[config.mk]
export PLATFORM = sky130hd
export DESIGN_NAME = rfd_sqrt
export DESIGN_NICKNAME = d
export VERILOG_FILES = /design/src/rtl/rfd_sqrt.sv
export SDC_FILE = /design/constraint.sdc
export NUM_CORES = 2
export LEC_CHECK = 0
export ABC_CLOCK_PERIOD_IN_PS = 3300
export BUFFER_PORTS_ARGS = -buffer_cell sky130_fd_sc_hd__clkbuf_2
export CORE_MARGIN = 3
export CORE_UTILIZATION = 51
export CTS_CLUSTER_DIAMETER = 40
export DETAILED_ROUTE_END_ITERATION = 10
export GPL_TIMING_DRIVEN = 0
export PLACE_DENSITY_LB_ADDON = 0.15
export SYNTH_ARGS = -nofsm -noshare
export SYNTH_HDL_FRONTEND = slang
export SYNTH_MEMORY_MAX_BITS = 65536
export SYNTH_SLANG_ARGS = --single-unit
[constraint.sdc]
create_clock -name aclk -period 3.3 [get_ports aclk]
set_clock_uncertainty 0.05 [all_clocks]
set_input_delay 0.165 -clock aclk [delete_from_list [all_inputs] [get_ports aclk]]
set_output_delay 0.165 -clock aclk [all_outputs]
set_load 0.05 [all_outputs]
[src/rtl/rfd_sqrt.sv]
// ----------------------------------------------------------------------------
// rfd_sqrt
// pipelined integer square root, one root bit per stage, with sideband
// ----------------------------------------------------------------------------
module rfd_sqrt #(
    parameter int RAD_W  = 66,
    parameter int SIDE_W = 1
) (
    input  logic                 aclk,
    input  logic                 aresetn,
    input  logic                 en,
    input  logic                 in_valid,
    input  logic [RAD_W-1:0]     in_rad,
    input  logic [SIDE_W-1:0]    in_side,
    output logic                 out_valid,
    output logic [RAD_W/2-1:0]   out_root,
    output logic [SIDE_W-1:0]    out_side
);

    localparam int RW = RAD_W / 2;

    logic              v_reg    [RW];
    logic [RW:0]       rem_reg  [RW];
    logic [RAD_W-1:0]  x_reg    [RW];
    logic [RW-1:0]     root_reg [RW];
    logic [SIDE_W-1:0] side_reg [RW];

    for (genvar j = 0; j < RW; j++) begin : g_stage
        logic              v_in;
        logic [RW:0]       rem_in;
        logic [RAD_W-1:0]  x_in;
        logic [RW-1:0]     root_in;
        logic [SIDE_W-1:0] side_in;
        logic [RW+2:0]     rem_sh;
        logic [RW+2:0]     trial;
        logic [RW:0]       rem_next;
        logic              bit_next;

        if (j == 0) begin : g_first
            assign v_in    = in_valid;
            assign rem_in  = '0;
            assign x_in    = in_rad;
            assign root_in = '0;
            assign side_in = in_side;
        end else begin : g_rest
            assign v_in    = v_reg[j-1];
            assign rem_in  = rem_reg[j-1];
            assign x_in    = x_reg[j-1];
            assign root_in = root_reg[j-1];
            assign side_in = side_reg[j-1];
        end

        always_comb begin
            rem_sh = {rem_in, x_in[RAD_W-1:RAD_W-2]};
            trial  = {1'b0, root_in, 2'b01};
            if (rem_sh >= trial) begin
                rem_next = (RW+1)'(rem_sh - trial);
                bit_next = 1'b1;
            end else begin
                rem_next = rem_sh[RW:0];
                bit_next = 1'b0;
            end
        end

        always_ff @(posedge aclk) begin
            if (!aresetn) begin
                v_reg[j] <= 1'b0;
            end else if (en) begin
                v_reg[j] <= v_in;
            end
        end

        always_ff @(posedge aclk) begin
            if (en) begin
                rem_reg[j]  <= rem_next;
                x_reg[j]    <= {x_in[RAD_W-3:0], 2'b00};
                root_reg[j] <= {root_in[RW-2:0], bit_next};
                side_reg[j] <= side_in;
            end
        end
    end

    assign out_valid = v_reg[RW-1];
    assign out_root  = root_reg[RW-1];
    assign out_side  = side_reg[RW-1];

endmodule

==> results.sh <==
export IMPL_route_vias_total=78397
export IMPL_min_path_cells=3
export IMPL_ir_worst_vdd_mv=0.564
export IMPL_synth_cells=9675
export IMPL_syn_cell_area_um2=126000
export IMPL_hpwl_um=188000
export IMPL_worst_ep_arrival_time_ns=4.16
export IMPL_ios=106
export IMPL_crit_type="reg -> reg"
export IMPL_num_rows=181
export IMPL_synthToLayoutAreaGrowth_pct=20.7
export IMPL_die_area_um2=253000
export IMPL_worstMarginPinSlew_ns=0.978
export IMPL_reg2reg_depth=11
export IMPL_drc=0
export IMPL_drt_pass1_iterations=8
export IMPL_yosysWarnings=0
export IMPL_first_global_vias=76546
export IMPL_outcome="complete, but fails checks"
export IMPL_async_flop_share_pct=0
export IMPL_grt_pass1_wl_um=417000
export IMPL_die_w_um=503
export IMPL_grt_overflow=0
export IMPL_min_delay_path_class="in -> reg"
export IMPL_clkLatencyLatePin_ns=0.95
export IMPL_place_congestion=0.897
export IMPL_path_clk_slew_ns=0.06
export IMPL_slowest_delay_ns=0.53
export IMPL_leakage_nw=58.5
export IMPL_cts_max_path_buffers=4
export IMPL_fp_dieH_um=503
export IMPL_placed_area_um2=131000
export IMPL_drtAntennaViolNets=0
export IMPL_slowest_stage="or4_4"
export IMPL_final_fill_count=18376
export IMPL_grt_max_degree=131
export IMPL_post_route_period_util_pct=108
export IMPL_synth_edf_count=2719
export IMPL_crit_required_ns=3.90
export IMPL_routed_via_density=5.56
export IMPL_clock_sinks=2720
export IMPL_drv_slew=0
export IMPL_gr_max_usage_layer="met2"
export IMPL_cts_tree="built"
export IMPL_worst_path_buf_inv=2
export IMPL_instances_no_fill=14103
export IMPL_ys_types=96
export IMPL_totalWireLength_um=272000
export IMPL_synth_ff_type="edfxtp_1"
export IMPL_syn_avg_cell_area_um2=13.0
export IMPL_fmax_mhz=281
export IMPL_critPathCaptureType="flop"
export IMPL_layout_min_cycle_time_ns=3.56
export IMPL_largest_reg_flops=1056
export IMPL_place_inst=13005
export IMPL_post_route_util_pct=62.2
export IMPL_cts_buffers=398
export IMPL_cts_root_buf="clkbuf_16"
export IMPL_synth_nets=10342
export IMPL_hold_viol_final=0
export IMPL_failed_checks="setup timing"
export IMPL_antenna_found_initial=4
export IMPL_setup_violations=28
export IMPL_drt_initial_drc_count=5645
export IMPL_use_met3_pct=2.82
export IMPL_max_slew_margin_pct=34.1
export IMPL_routedWlPerCell_um=19.3
export IMPL_p_per_area_nw_per_um2=731
export IMPL_rsz0062_at_grt="yes"
export IMPL_core_area_um2=244000
export IMPL_path_cells="or4_4, or3_4, or4_4, or3_4, or2_4, buf_4, buf_6, nor3b_4, nand2_4, nor3_2, xor2_1"
export IMPL_fin_nets=11235
export IMPL_crit_cells=11
export IMPL_cts_htree_levels=5
export IMPL_setup_ws_ns=-0.258
export IMPL_critPathLaunchType="flop"
export IMPL_crit_fanout=5
export IMPL_final_cell_area_um2=152000
export IMPL_initial_core_util_pct=51.5
export IMPL_grtUsageTotal_pct=20.7
export IMPL_portBuffers=105
export IMPL_maxCapViolCount=0
export IMPL_yosysSeqAreaShare_pct=64.8
export IMPL_ys_seq_elements=2720
export IMPL_grtUsageMet2_pct=35.4
export IMPL_drive_gt1_share_pct=16.7
export IMPL_gr_usage_met1_pct=27.3
export IMPL_place_ws_ns=-1.51
export IMPL_path_delay_family="simple AND/OR/NAND/NOR gates"
-- worst min-delay path, delay by kind of cell --
| kind | cells | cell delay, ns |
|---|---|---|
| buffers and inverters | 2 | 0.70 |
| and+or+nand+nor | 1 | 0.16 |
-- placed cells by master, fill, tap and decap left out, types with 105 or more instances in the layout --
cell type	netlist	final
clkbuf_16	0	409
nand3_1	164	147
inv_1	763	743
ha_1	596	529
xnor2_1	439	434
nand2_1	649	627
xor2_1	424	424
buf_4	2	239
o21ai_0	492	411
edfxtp_1	2719	2719
nor2_1	579	559
dlygate4sd3_1	0	141
a21oi_1	589	537
nor3_1	235	197
a21o_1	262	262
clkbuf_2	0	131
o21a_1	109	105
-- cells by family after synthesis --
logic type | synth area share, %
compound gates | 9.78
xor+xnor | 6.01
fa+ha+maj | 5.92
buf+inv | 2.88
flops | 64.8
mux | 0.677
other cells | 0.00298
simple gates | 9.89
-- through the flow --
| stage | power [mW] | hold slack [ns] | TNS (ns) |
|---|---|---|---|
| 2_1_floorplan | 61.1 | 0.214 | -0.203 |
| 3_3_place_gp | 60.3 | 0.292 | - |
| 3_5_place_dp | 68.0 | 0.294 | -1056.17 |
| 4_1_cts | 111 | 0.0515 | -0.584 |
| 5_1_grt | 117 | 0.129 | -6.32 |
| 6_report | 111 | 0.147 | -2.27 |
-- final cells by class --
cell class                 instances  area [µm²]  share of cell area (%)
tap                             3202        4010                    2.64
antenna                           14        35.0                  0.0231
clock buffer                     434       10100                    6.66
sequential                      2720       81700                    53.7
buffer                           158        1070                   0.706
inverter                         768        2900                    1.91
timing repair buffer             528        4840                    3.19
multi-input combinational       5994       44300                    29.1
clock inverter                   285        3070                    2.02
-- worst paths after layout --
check                       startpoint                   endpoint  slack (ns)
max          rem_reg[0][179]$_DFFE_PP_  rem_reg[0][234]$_DFFE_PP_       -0.26
min                            aresetn        v_reg[31]$_DFFE_PP_        0.15
max reg2reg  rem_reg[0][179]$_DFFE_PP_  rem_reg[0][234]$_DFFE_PP_       -0.26
min reg2reg    x_reg[0][552]$_DFFE_PP_    x_reg[0][618]$_DFFE_PP_        0.32
-- layer usage --
layer  wire, µm  vias to the layer above
met5          0                        -
met4       8490                        0
met3      11000                      559
met2     136000                     1741
met1     116000                    38176
li1           -                    37921
-- cell usage after synthesis (all sizes together) (82+ instances only) --
cell	count	share of area [%]
edfxtp	2719	65
inv	763	2.3
nand2	649	1.9
ha	596	5.9
a21oi	589	2.3
nor2	579	1.7
o21ai	492	2.0
xnor2	440	3.1
xor2	424	2.9
a21o	262	1.6
nor3	235	0.93
nand3	165	0.66
clkbuf	164	0.49
nor4	124	0.63
o21a	109	0.65
nand2b	103	0.51
nand4	96	0.48
or3	87	0.44
and3	82	0.41
-- power by group --
group	switching [mW]	internal, mW	total, mW	leakage, nW
registers	3.02	43.8	46.8	26.2
clock network	15.9	25.1	41.0	6.38
logic	13.4	9.94	23.3	25.9
total	32.3	78.8	111	58.5
-- what timing repair did --
| action | in CTS | in global routing |
|---|---|---|
| cloned | 2 | 11 |
| pin swaps | 72 | 168 |
| gates resized for setup | 474 | 527 |
| endpoints found under the setup margin | 1073 | 884 |
| endpoints found under the hold margin | 202 | 0 |
| hold buffers | 144 | 0 |
| buffers inserted | 102 | 143 |
(Power assumes the default switching activity.)
