[src/rtl/rfd_div.sv]
// ----------------------------------------------------------------------------
// rfd_div
// pipelined restoring divider, one quotient bit per stage, with sideband
// ----------------------------------------------------------------------------
module rfd_div #(
    parameter int DVD_W  = 30,
    parameter int DVS_W  = 16,
    parameter int SIDE_W = 1
) (
    input  logic              aclk,
    input  logic              aresetn,
    input  logic              en,
    input  logic              in_valid,
    input  logic [DVD_W-1:0]  in_dividend,
    input  logic [DVS_W-1:0]  in_divisor,
    input  logic [SIDE_W-1:0] in_side,
    output logic              out_valid,
    output logic [DVD_W-1:0]  out_quot,
    output logic [SIDE_W-1:0] out_side
);

    logic              v_reg    [DVD_W];
    logic [DVS_W-1:0]  rem_reg  [DVD_W];
    logic [DVD_W-1:0]  dq_reg   [DVD_W];
    logic [DVS_W-1:0]  dvs_reg  [DVD_W];
    logic [SIDE_W-1:0] side_reg [DVD_W];

    for (genvar j = 0; j < DVD_W; j++) begin : g_stage
        logic              v_in;
        logic [DVS_W-1:0]  rem_in;
        logic [DVD_W-1:0]  dq_in;
        logic [DVS_W-1:0]  dvs_in;
        logic [SIDE_W-1:0] side_in;
        logic [DVS_W:0]    trial;
        logic [DVS_W-1:0]  rem_next;
        logic              bit_next;

        if (j == 0) begin : g_first
            assign v_in    = in_valid;
            assign rem_in  = '0;
            assign dq_in   = in_dividend;
            assign dvs_in  = in_divisor;
            assign side_in = in_side;
        end else begin : g_rest
            assign v_in    = v_reg[j-1];
            assign rem_in  = rem_reg[j-1];
            assign dq_in   = dq_reg[j-1];
            assign dvs_in  = dvs_reg[j-1];
            assign side_in = side_reg[j-1];
        end

        always_comb begin
            trial = {rem_in, dq_in[DVD_W-1]};
            if (trial >= {1'b0, dvs_in}) begin
                rem_next = DVS_W'(trial - {1'b0, dvs_in});
                bit_next = 1'b1;
            end else begin
                rem_next = trial[DVS_W-1:0];
                bit_next = 1'b0;
            end
        end

        always_ff @(posedge aclk) begin
            if (!aresetn) begin
                v_reg[j] <= 1'b0;
            end else if (en) begin
                v_reg[j] <= v_in;
            end
        end

        always_ff @(posedge aclk) begin
            if (en) begin
                rem_reg[j]  <= rem_next;
                dq_reg[j]   <= {dq_in[DVD_W-2:0], bit_next};
                dvs_reg[j]  <= dvs_in;
                side_reg[j] <= side_in;
            end
        end
    end

    assign out_valid = v_reg[DVD_W-1];
    assign out_quot  = dq_reg[DVD_W-1];
    assign out_side  = side_reg[DVD_W-1];

endmodule

[config.mk]
export PLATFORM = sky130hd
export DESIGN_NAME = rfd_div
export DESIGN_NICKNAME = d
export VERILOG_FILES = /design/src/rtl/rfd_div.sv
export SDC_FILE = /design/constraint.sdc
export NUM_CORES = 2
export LEC_CHECK = 0
export ABC_CLOCK_PERIOD_IN_PS = 6200
export BUFFER_PORTS_ARGS = -buffer_cell sky130_fd_sc_hd__buf_4
export CORE_MARGIN = 2
export CORE_UTILIZATION = 38
export CTS_CLUSTER_DIAMETER = 60
export CTS_CLUSTER_SIZE = 24
export DETAILED_ROUTE_END_ITERATION = 6
export PLACE_DENSITY = 0.61
export SYNTH_ARGS = -nofsm -noshare
export SYNTH_HDL_FRONTEND = slang
export SYNTH_SLANG_ARGS = --single-unit
[constraint.sdc]
create_clock -name aclk -period 6.2 [get_ports aclk]
set_input_delay 1.55 -clock aclk [delete_from_list [all_inputs] [get_ports aclk]]
set_output_delay 1.55 -clock aclk [all_outputs]
set_load 0.01 [all_outputs]
==> results.py <==
metrics = {
    "worst_setup_path": {
        "endpoint_kind": "flop",
        "start_kind": "flop",
        "critPathRequiredTime_ns": 6.75,
        "rr_endpoint": "rem_reg[0][24]",
        "rr_startpoint": "dvs_reg[0][1]",
        "worst-r2r-cell-count": 10,
        "cp_max_fo": 17,
        "timing.critical_path.arrival_ns": 4.45,
        "regToRegSetupSlack_ns": 2.30,
        "path_class": "reg -> reg",
    },
    "yosys": {
        "postSynthCellCount": 6050,
        "synth_cell_types": 81,
        "post_synth.cell_area_avg_sq_um": 14.1,
        "synth-seq-area-share_pct": 66.6,
        "synth.cell_area_sq_um": 85100,
        "synth_edf_count": 1887,
        "synth-async-reset-ratio_pct": 0,
        "synth-warning-count": 0,
        "synth_top_flop_cell": "edfxtp_1",
        "post_synth_net_total": 6595,
        "synthesized_flop_and_latch_total": 1888,
    },
    "clock_tree": {
        "cts.clk_slew.worst_paths_ns": 0.09,
        "clk_path_buf_depth": 3,
        "cts-htree-levels": 4,
        "cts_inserted_buffers": 163,
        "ctsRootBufferMaster": "clkbuf_16",
        "cts-resized-gates": 0,
        "post-cts-setup-buffer-count": 0,
        "worstSkewPairLatency_ns": 0.82,
        "holdBufCountCts": 0,
        "tritoncts": "yes",
        "clock_sink_count": 1888,
    },
    "detailed_routing": {
        "routed_via_count_divided_by_cell_count": 4.99,
        "drt_pre_antenna_iters": 6,
        "routed-via-count": 46588,
        "wl_per_cell_um": 15.9,
        "drt.antenna.violating_nets": 0,
        "route.final.wire_length_um": 148000,
        "drtIter0Drc": 3418,
        "drc_errors_left": 0,
    },
    "grt": {
        "antenna_found_initial": 2,
        "globalRouteTotalUtil_pct": 12.8,
        "grt_first_pass_wirelength_um": 241000,
        "grt-ovfl-total": 0,
        "grt_util_met1_pct": 16.7,
        "grt_max_degree": 170,
        "vias_in_the_first_global_route": 46348,
        "grt_most_used_layer": "met2",
        "global_route.usage.met3_pct": 2.34,
        "grt_use_met2_pct": 21.4,
    },
    "outcome": {
        "outcome": "complete, no violations",
    },
    "floorplan": {
        "die_height_um": 477,
        "top_level_ports": 83,
        "initial_utilization_pct": 38.3,
        "fp.dieW_um": 477,
        "row_count": 173,
        "floorplan.core_area_sq_um": 223000,
        "dieArea_sq_um": 228000,
    },
    "sta": {
        "worst_slew_margin_rel_pct": 20.1,
        "fin_crit_sh_pct": 62.9,
        "fin_skew_ns": 0.0330,
        "fmax_ghz": 0.257,
        "final_report_hold_violation_count": 0,
        "worst_hold_slack_ns": 0.395,
        "fin_tns_setup_ns": 0,
        "maxSlewViolCount": 0,
        "period_minus_slack_ns": 3.90,
        "finalSetupViolCount": 0,
        "setup_repair_after_global_routing_missed_its_margin": "false",
        "tightest_slew_ns": 1.20,
    },
    "final_layout": {
        "layout-area-overhead-vs-synth_pct": 12.1,
        "share_of_cells_above_drive_strength_1_pct": 11.2,
        "final_net_count": 6764,
        "instances_no_fill": 9336,
        "largest_reg_flops": 900,
    },
    "power": {
        "power.ir.vdd_worst_uv": 239,
        "switching_share_pct": 32.7,
        "leakage_nw": 36.3,
        "intPower_mw": 30.3,
        "clock_network_fraction_of_design_power_pct": 24.9,
        "power-per-cell-area_nw_per_um2": 473,
        "pwr-share-comb_pct": 34.1,
        "power.net_switching_mw": 14.8,
        "seq_power_share_pct": 41.1,
    },
    "worst_hold_path": {
        "min_to": "dq_reg[0][143]",
        "whs_path_depth": 0,
        "hp-start": "dq_reg[0][112]",
        "holdCritPathClass": "reg -> reg",
    },
    "placed_design": {
        "finalWeightedCongestion": 0.886,
        "post-place-cells": 9029,
        "portBuffers": 82,
        "hpwlAfterDp_um": 101000,
    },
    "flow_run": {
        "max_cap_violations": 0,
    },
}
[power by group through the flow]
| stage | combinational [mW] | sequential [mW] | clock (mW) |
|---|---|---|---|
| 3_5_place_dp | 15.2 | 18.8 | 0 |
| 6_report | 15.4 | 18.5 | 11.2 |
| 3_3_place_gp | 14.7 | 18.8 | 0 |
| 4_1_cts | 15.3 | 18.6 | 11.7 |
| 5_1_grt | 17.2 | 18.8 | 12.1 |
| 2_1_floorplan | 12.1 | 18.3 | 0 |
[cells in the final DEF, fill, tap and decap left out, drive strengths merged, types with 30 or more instances in the layout]
| master | instances |
|---|---|
| edfxtp | 1887 |
| inv | 667 |
| ha | 466 |
| nor2 | 315 |
| a21oi | 306 |
| o21ai | 300 |
| nand2 | 297 |
| mux2 | 229 |
| xnor2 | 185 |
| clkbuf | 169 |
| buf | 123 |
| xor2 | 108 |
| a21o | 102 |
| nor3 | 99 |
| o21a | 97 |
| nor2b | 90 |
| nand3 | 82 |
| and3 | 70 |
| nand4 | 65 |
| mux2i | 61 |
| nand2b | 56 |
| a31oi | 53 |
| o31a | 44 |
| clkinv | 41 |
| a211oi | 32 |
| o31ai | 32 |
| or3 | 30 |
[per-layer routing]
metal	part of all wire [%]	vias up	wire (um)
li1	-	22937	-
met1	45	22548	66800
met4	3.1	2	4600
met5	0.0074	-	11
met2	48	813	70900
met3	4.1	288	6060
[through the flow]
stage               total power, mW  worst slack [ns]  cell area, sq um  util (%)
CTS                            45.5              2.31             95400      42.9
global route                   48.1              2.04             95400      42.9
global placement               33.6              2.22             89400      40.2
finish                         45.1              2.30             95400      42.9
detailed placement             34.0              2.09             89400      40.2
floorplan                      30.4              2.77             85100         -
[cells in the mapped netlist, types with 56 or more instances]
| master | n | share of area, % |
|---|---|---|
| o21ai_0 | 299 | 1.8 |
| o21a_1 | 97 | 0.86 |
| a21oi_1 | 306 | 1.8 |
| a21o_1 | 102 | 0.90 |
| nand3_1 | 82 | 0.48 |
| ha_1 | 466 | 6.9 |
| xor2_1 | 108 | 1.1 |
| inv_1 | 603 | 2.7 |
| mux2i_1 | 61 | 0.72 |
| nand2_1 | 297 | 1.3 |
| nand2b_1 | 56 | 0.41 |
| nand4_1 | 65 | 0.48 |
| mux2_2 | 223 | 3.0 |
| and3_1 | 69 | 0.51 |
| xnor2_1 | 185 | 1.9 |
| nor2_1 | 315 | 1.4 |
| nor3_1 | 99 | 0.58 |
| clkbuf_1 | 67 | 0.30 |
| edfxtp_1 | 1887 | 67 |
| nor2b_1 | 90 | 0.66 |
[cell type report]
type,count,area (sq um)
Fill cell,20052,127000
Sequential cell,1888,56700
Multi-Input combinational cell,3439,25700
Clock buffer,169,4120
Tap cell,2975,3720
Inverter,604,2270
Clock inverter,137,1840
Timing Repair Buffer,123,1080
Antenna cell,1,2.50
[worst max path at each step]
stage / from / endpoint / slack [ns] / cells after the start
after global placement: in_divisor[3] / rem_reg[0][0] / 2.22 / 5
after CTS: dvs_reg[0][1] / rem_reg[0][24] / 2.31 / 10
after detailed placement: in_divisor[3] / rem_reg[0][0] / 2.09 / 5
final: dvs_reg[0][1] / rem_reg[0][24] / 2.30 / 10
after floorplan: in_dividend[29] / rem_reg[0][0] / 2.77 / 9
after global routing: dvs_reg[0][1] / rem_reg[0][24] / 2.04 / 10
[worst max-delay path, cell delays in order (launching register included)]
cell and delay, ns:
edfxtp_1 0.43, inv_1 0.09, ha_1 0.24, nor2b_1 0.15, o31a_1 0.27, o31a_1 0.30, o41ai_1 0.56, o2111ai_1 0.26
o21ai_1 0.21, and2_1 0.69, mux2_2 0.42
[cell families (layout without fill, tap and decap cells)]
kind of cell	after synthesis	in the layout	synth area share, %
AOI/OAI and AO/OA	1172	1172	8.95
xor gates and xnor gates	293	293	3.02
adders and majority gates	494	494	7.51
buffers and inverters	723	1033	3.36
DFF	1888	1888	66.6
muxes	290	290	3.77
other	0	1	0
and+or+nand+nor	1190	1190	6.80
Note: power is estimated with default switching activity, not from simulation.
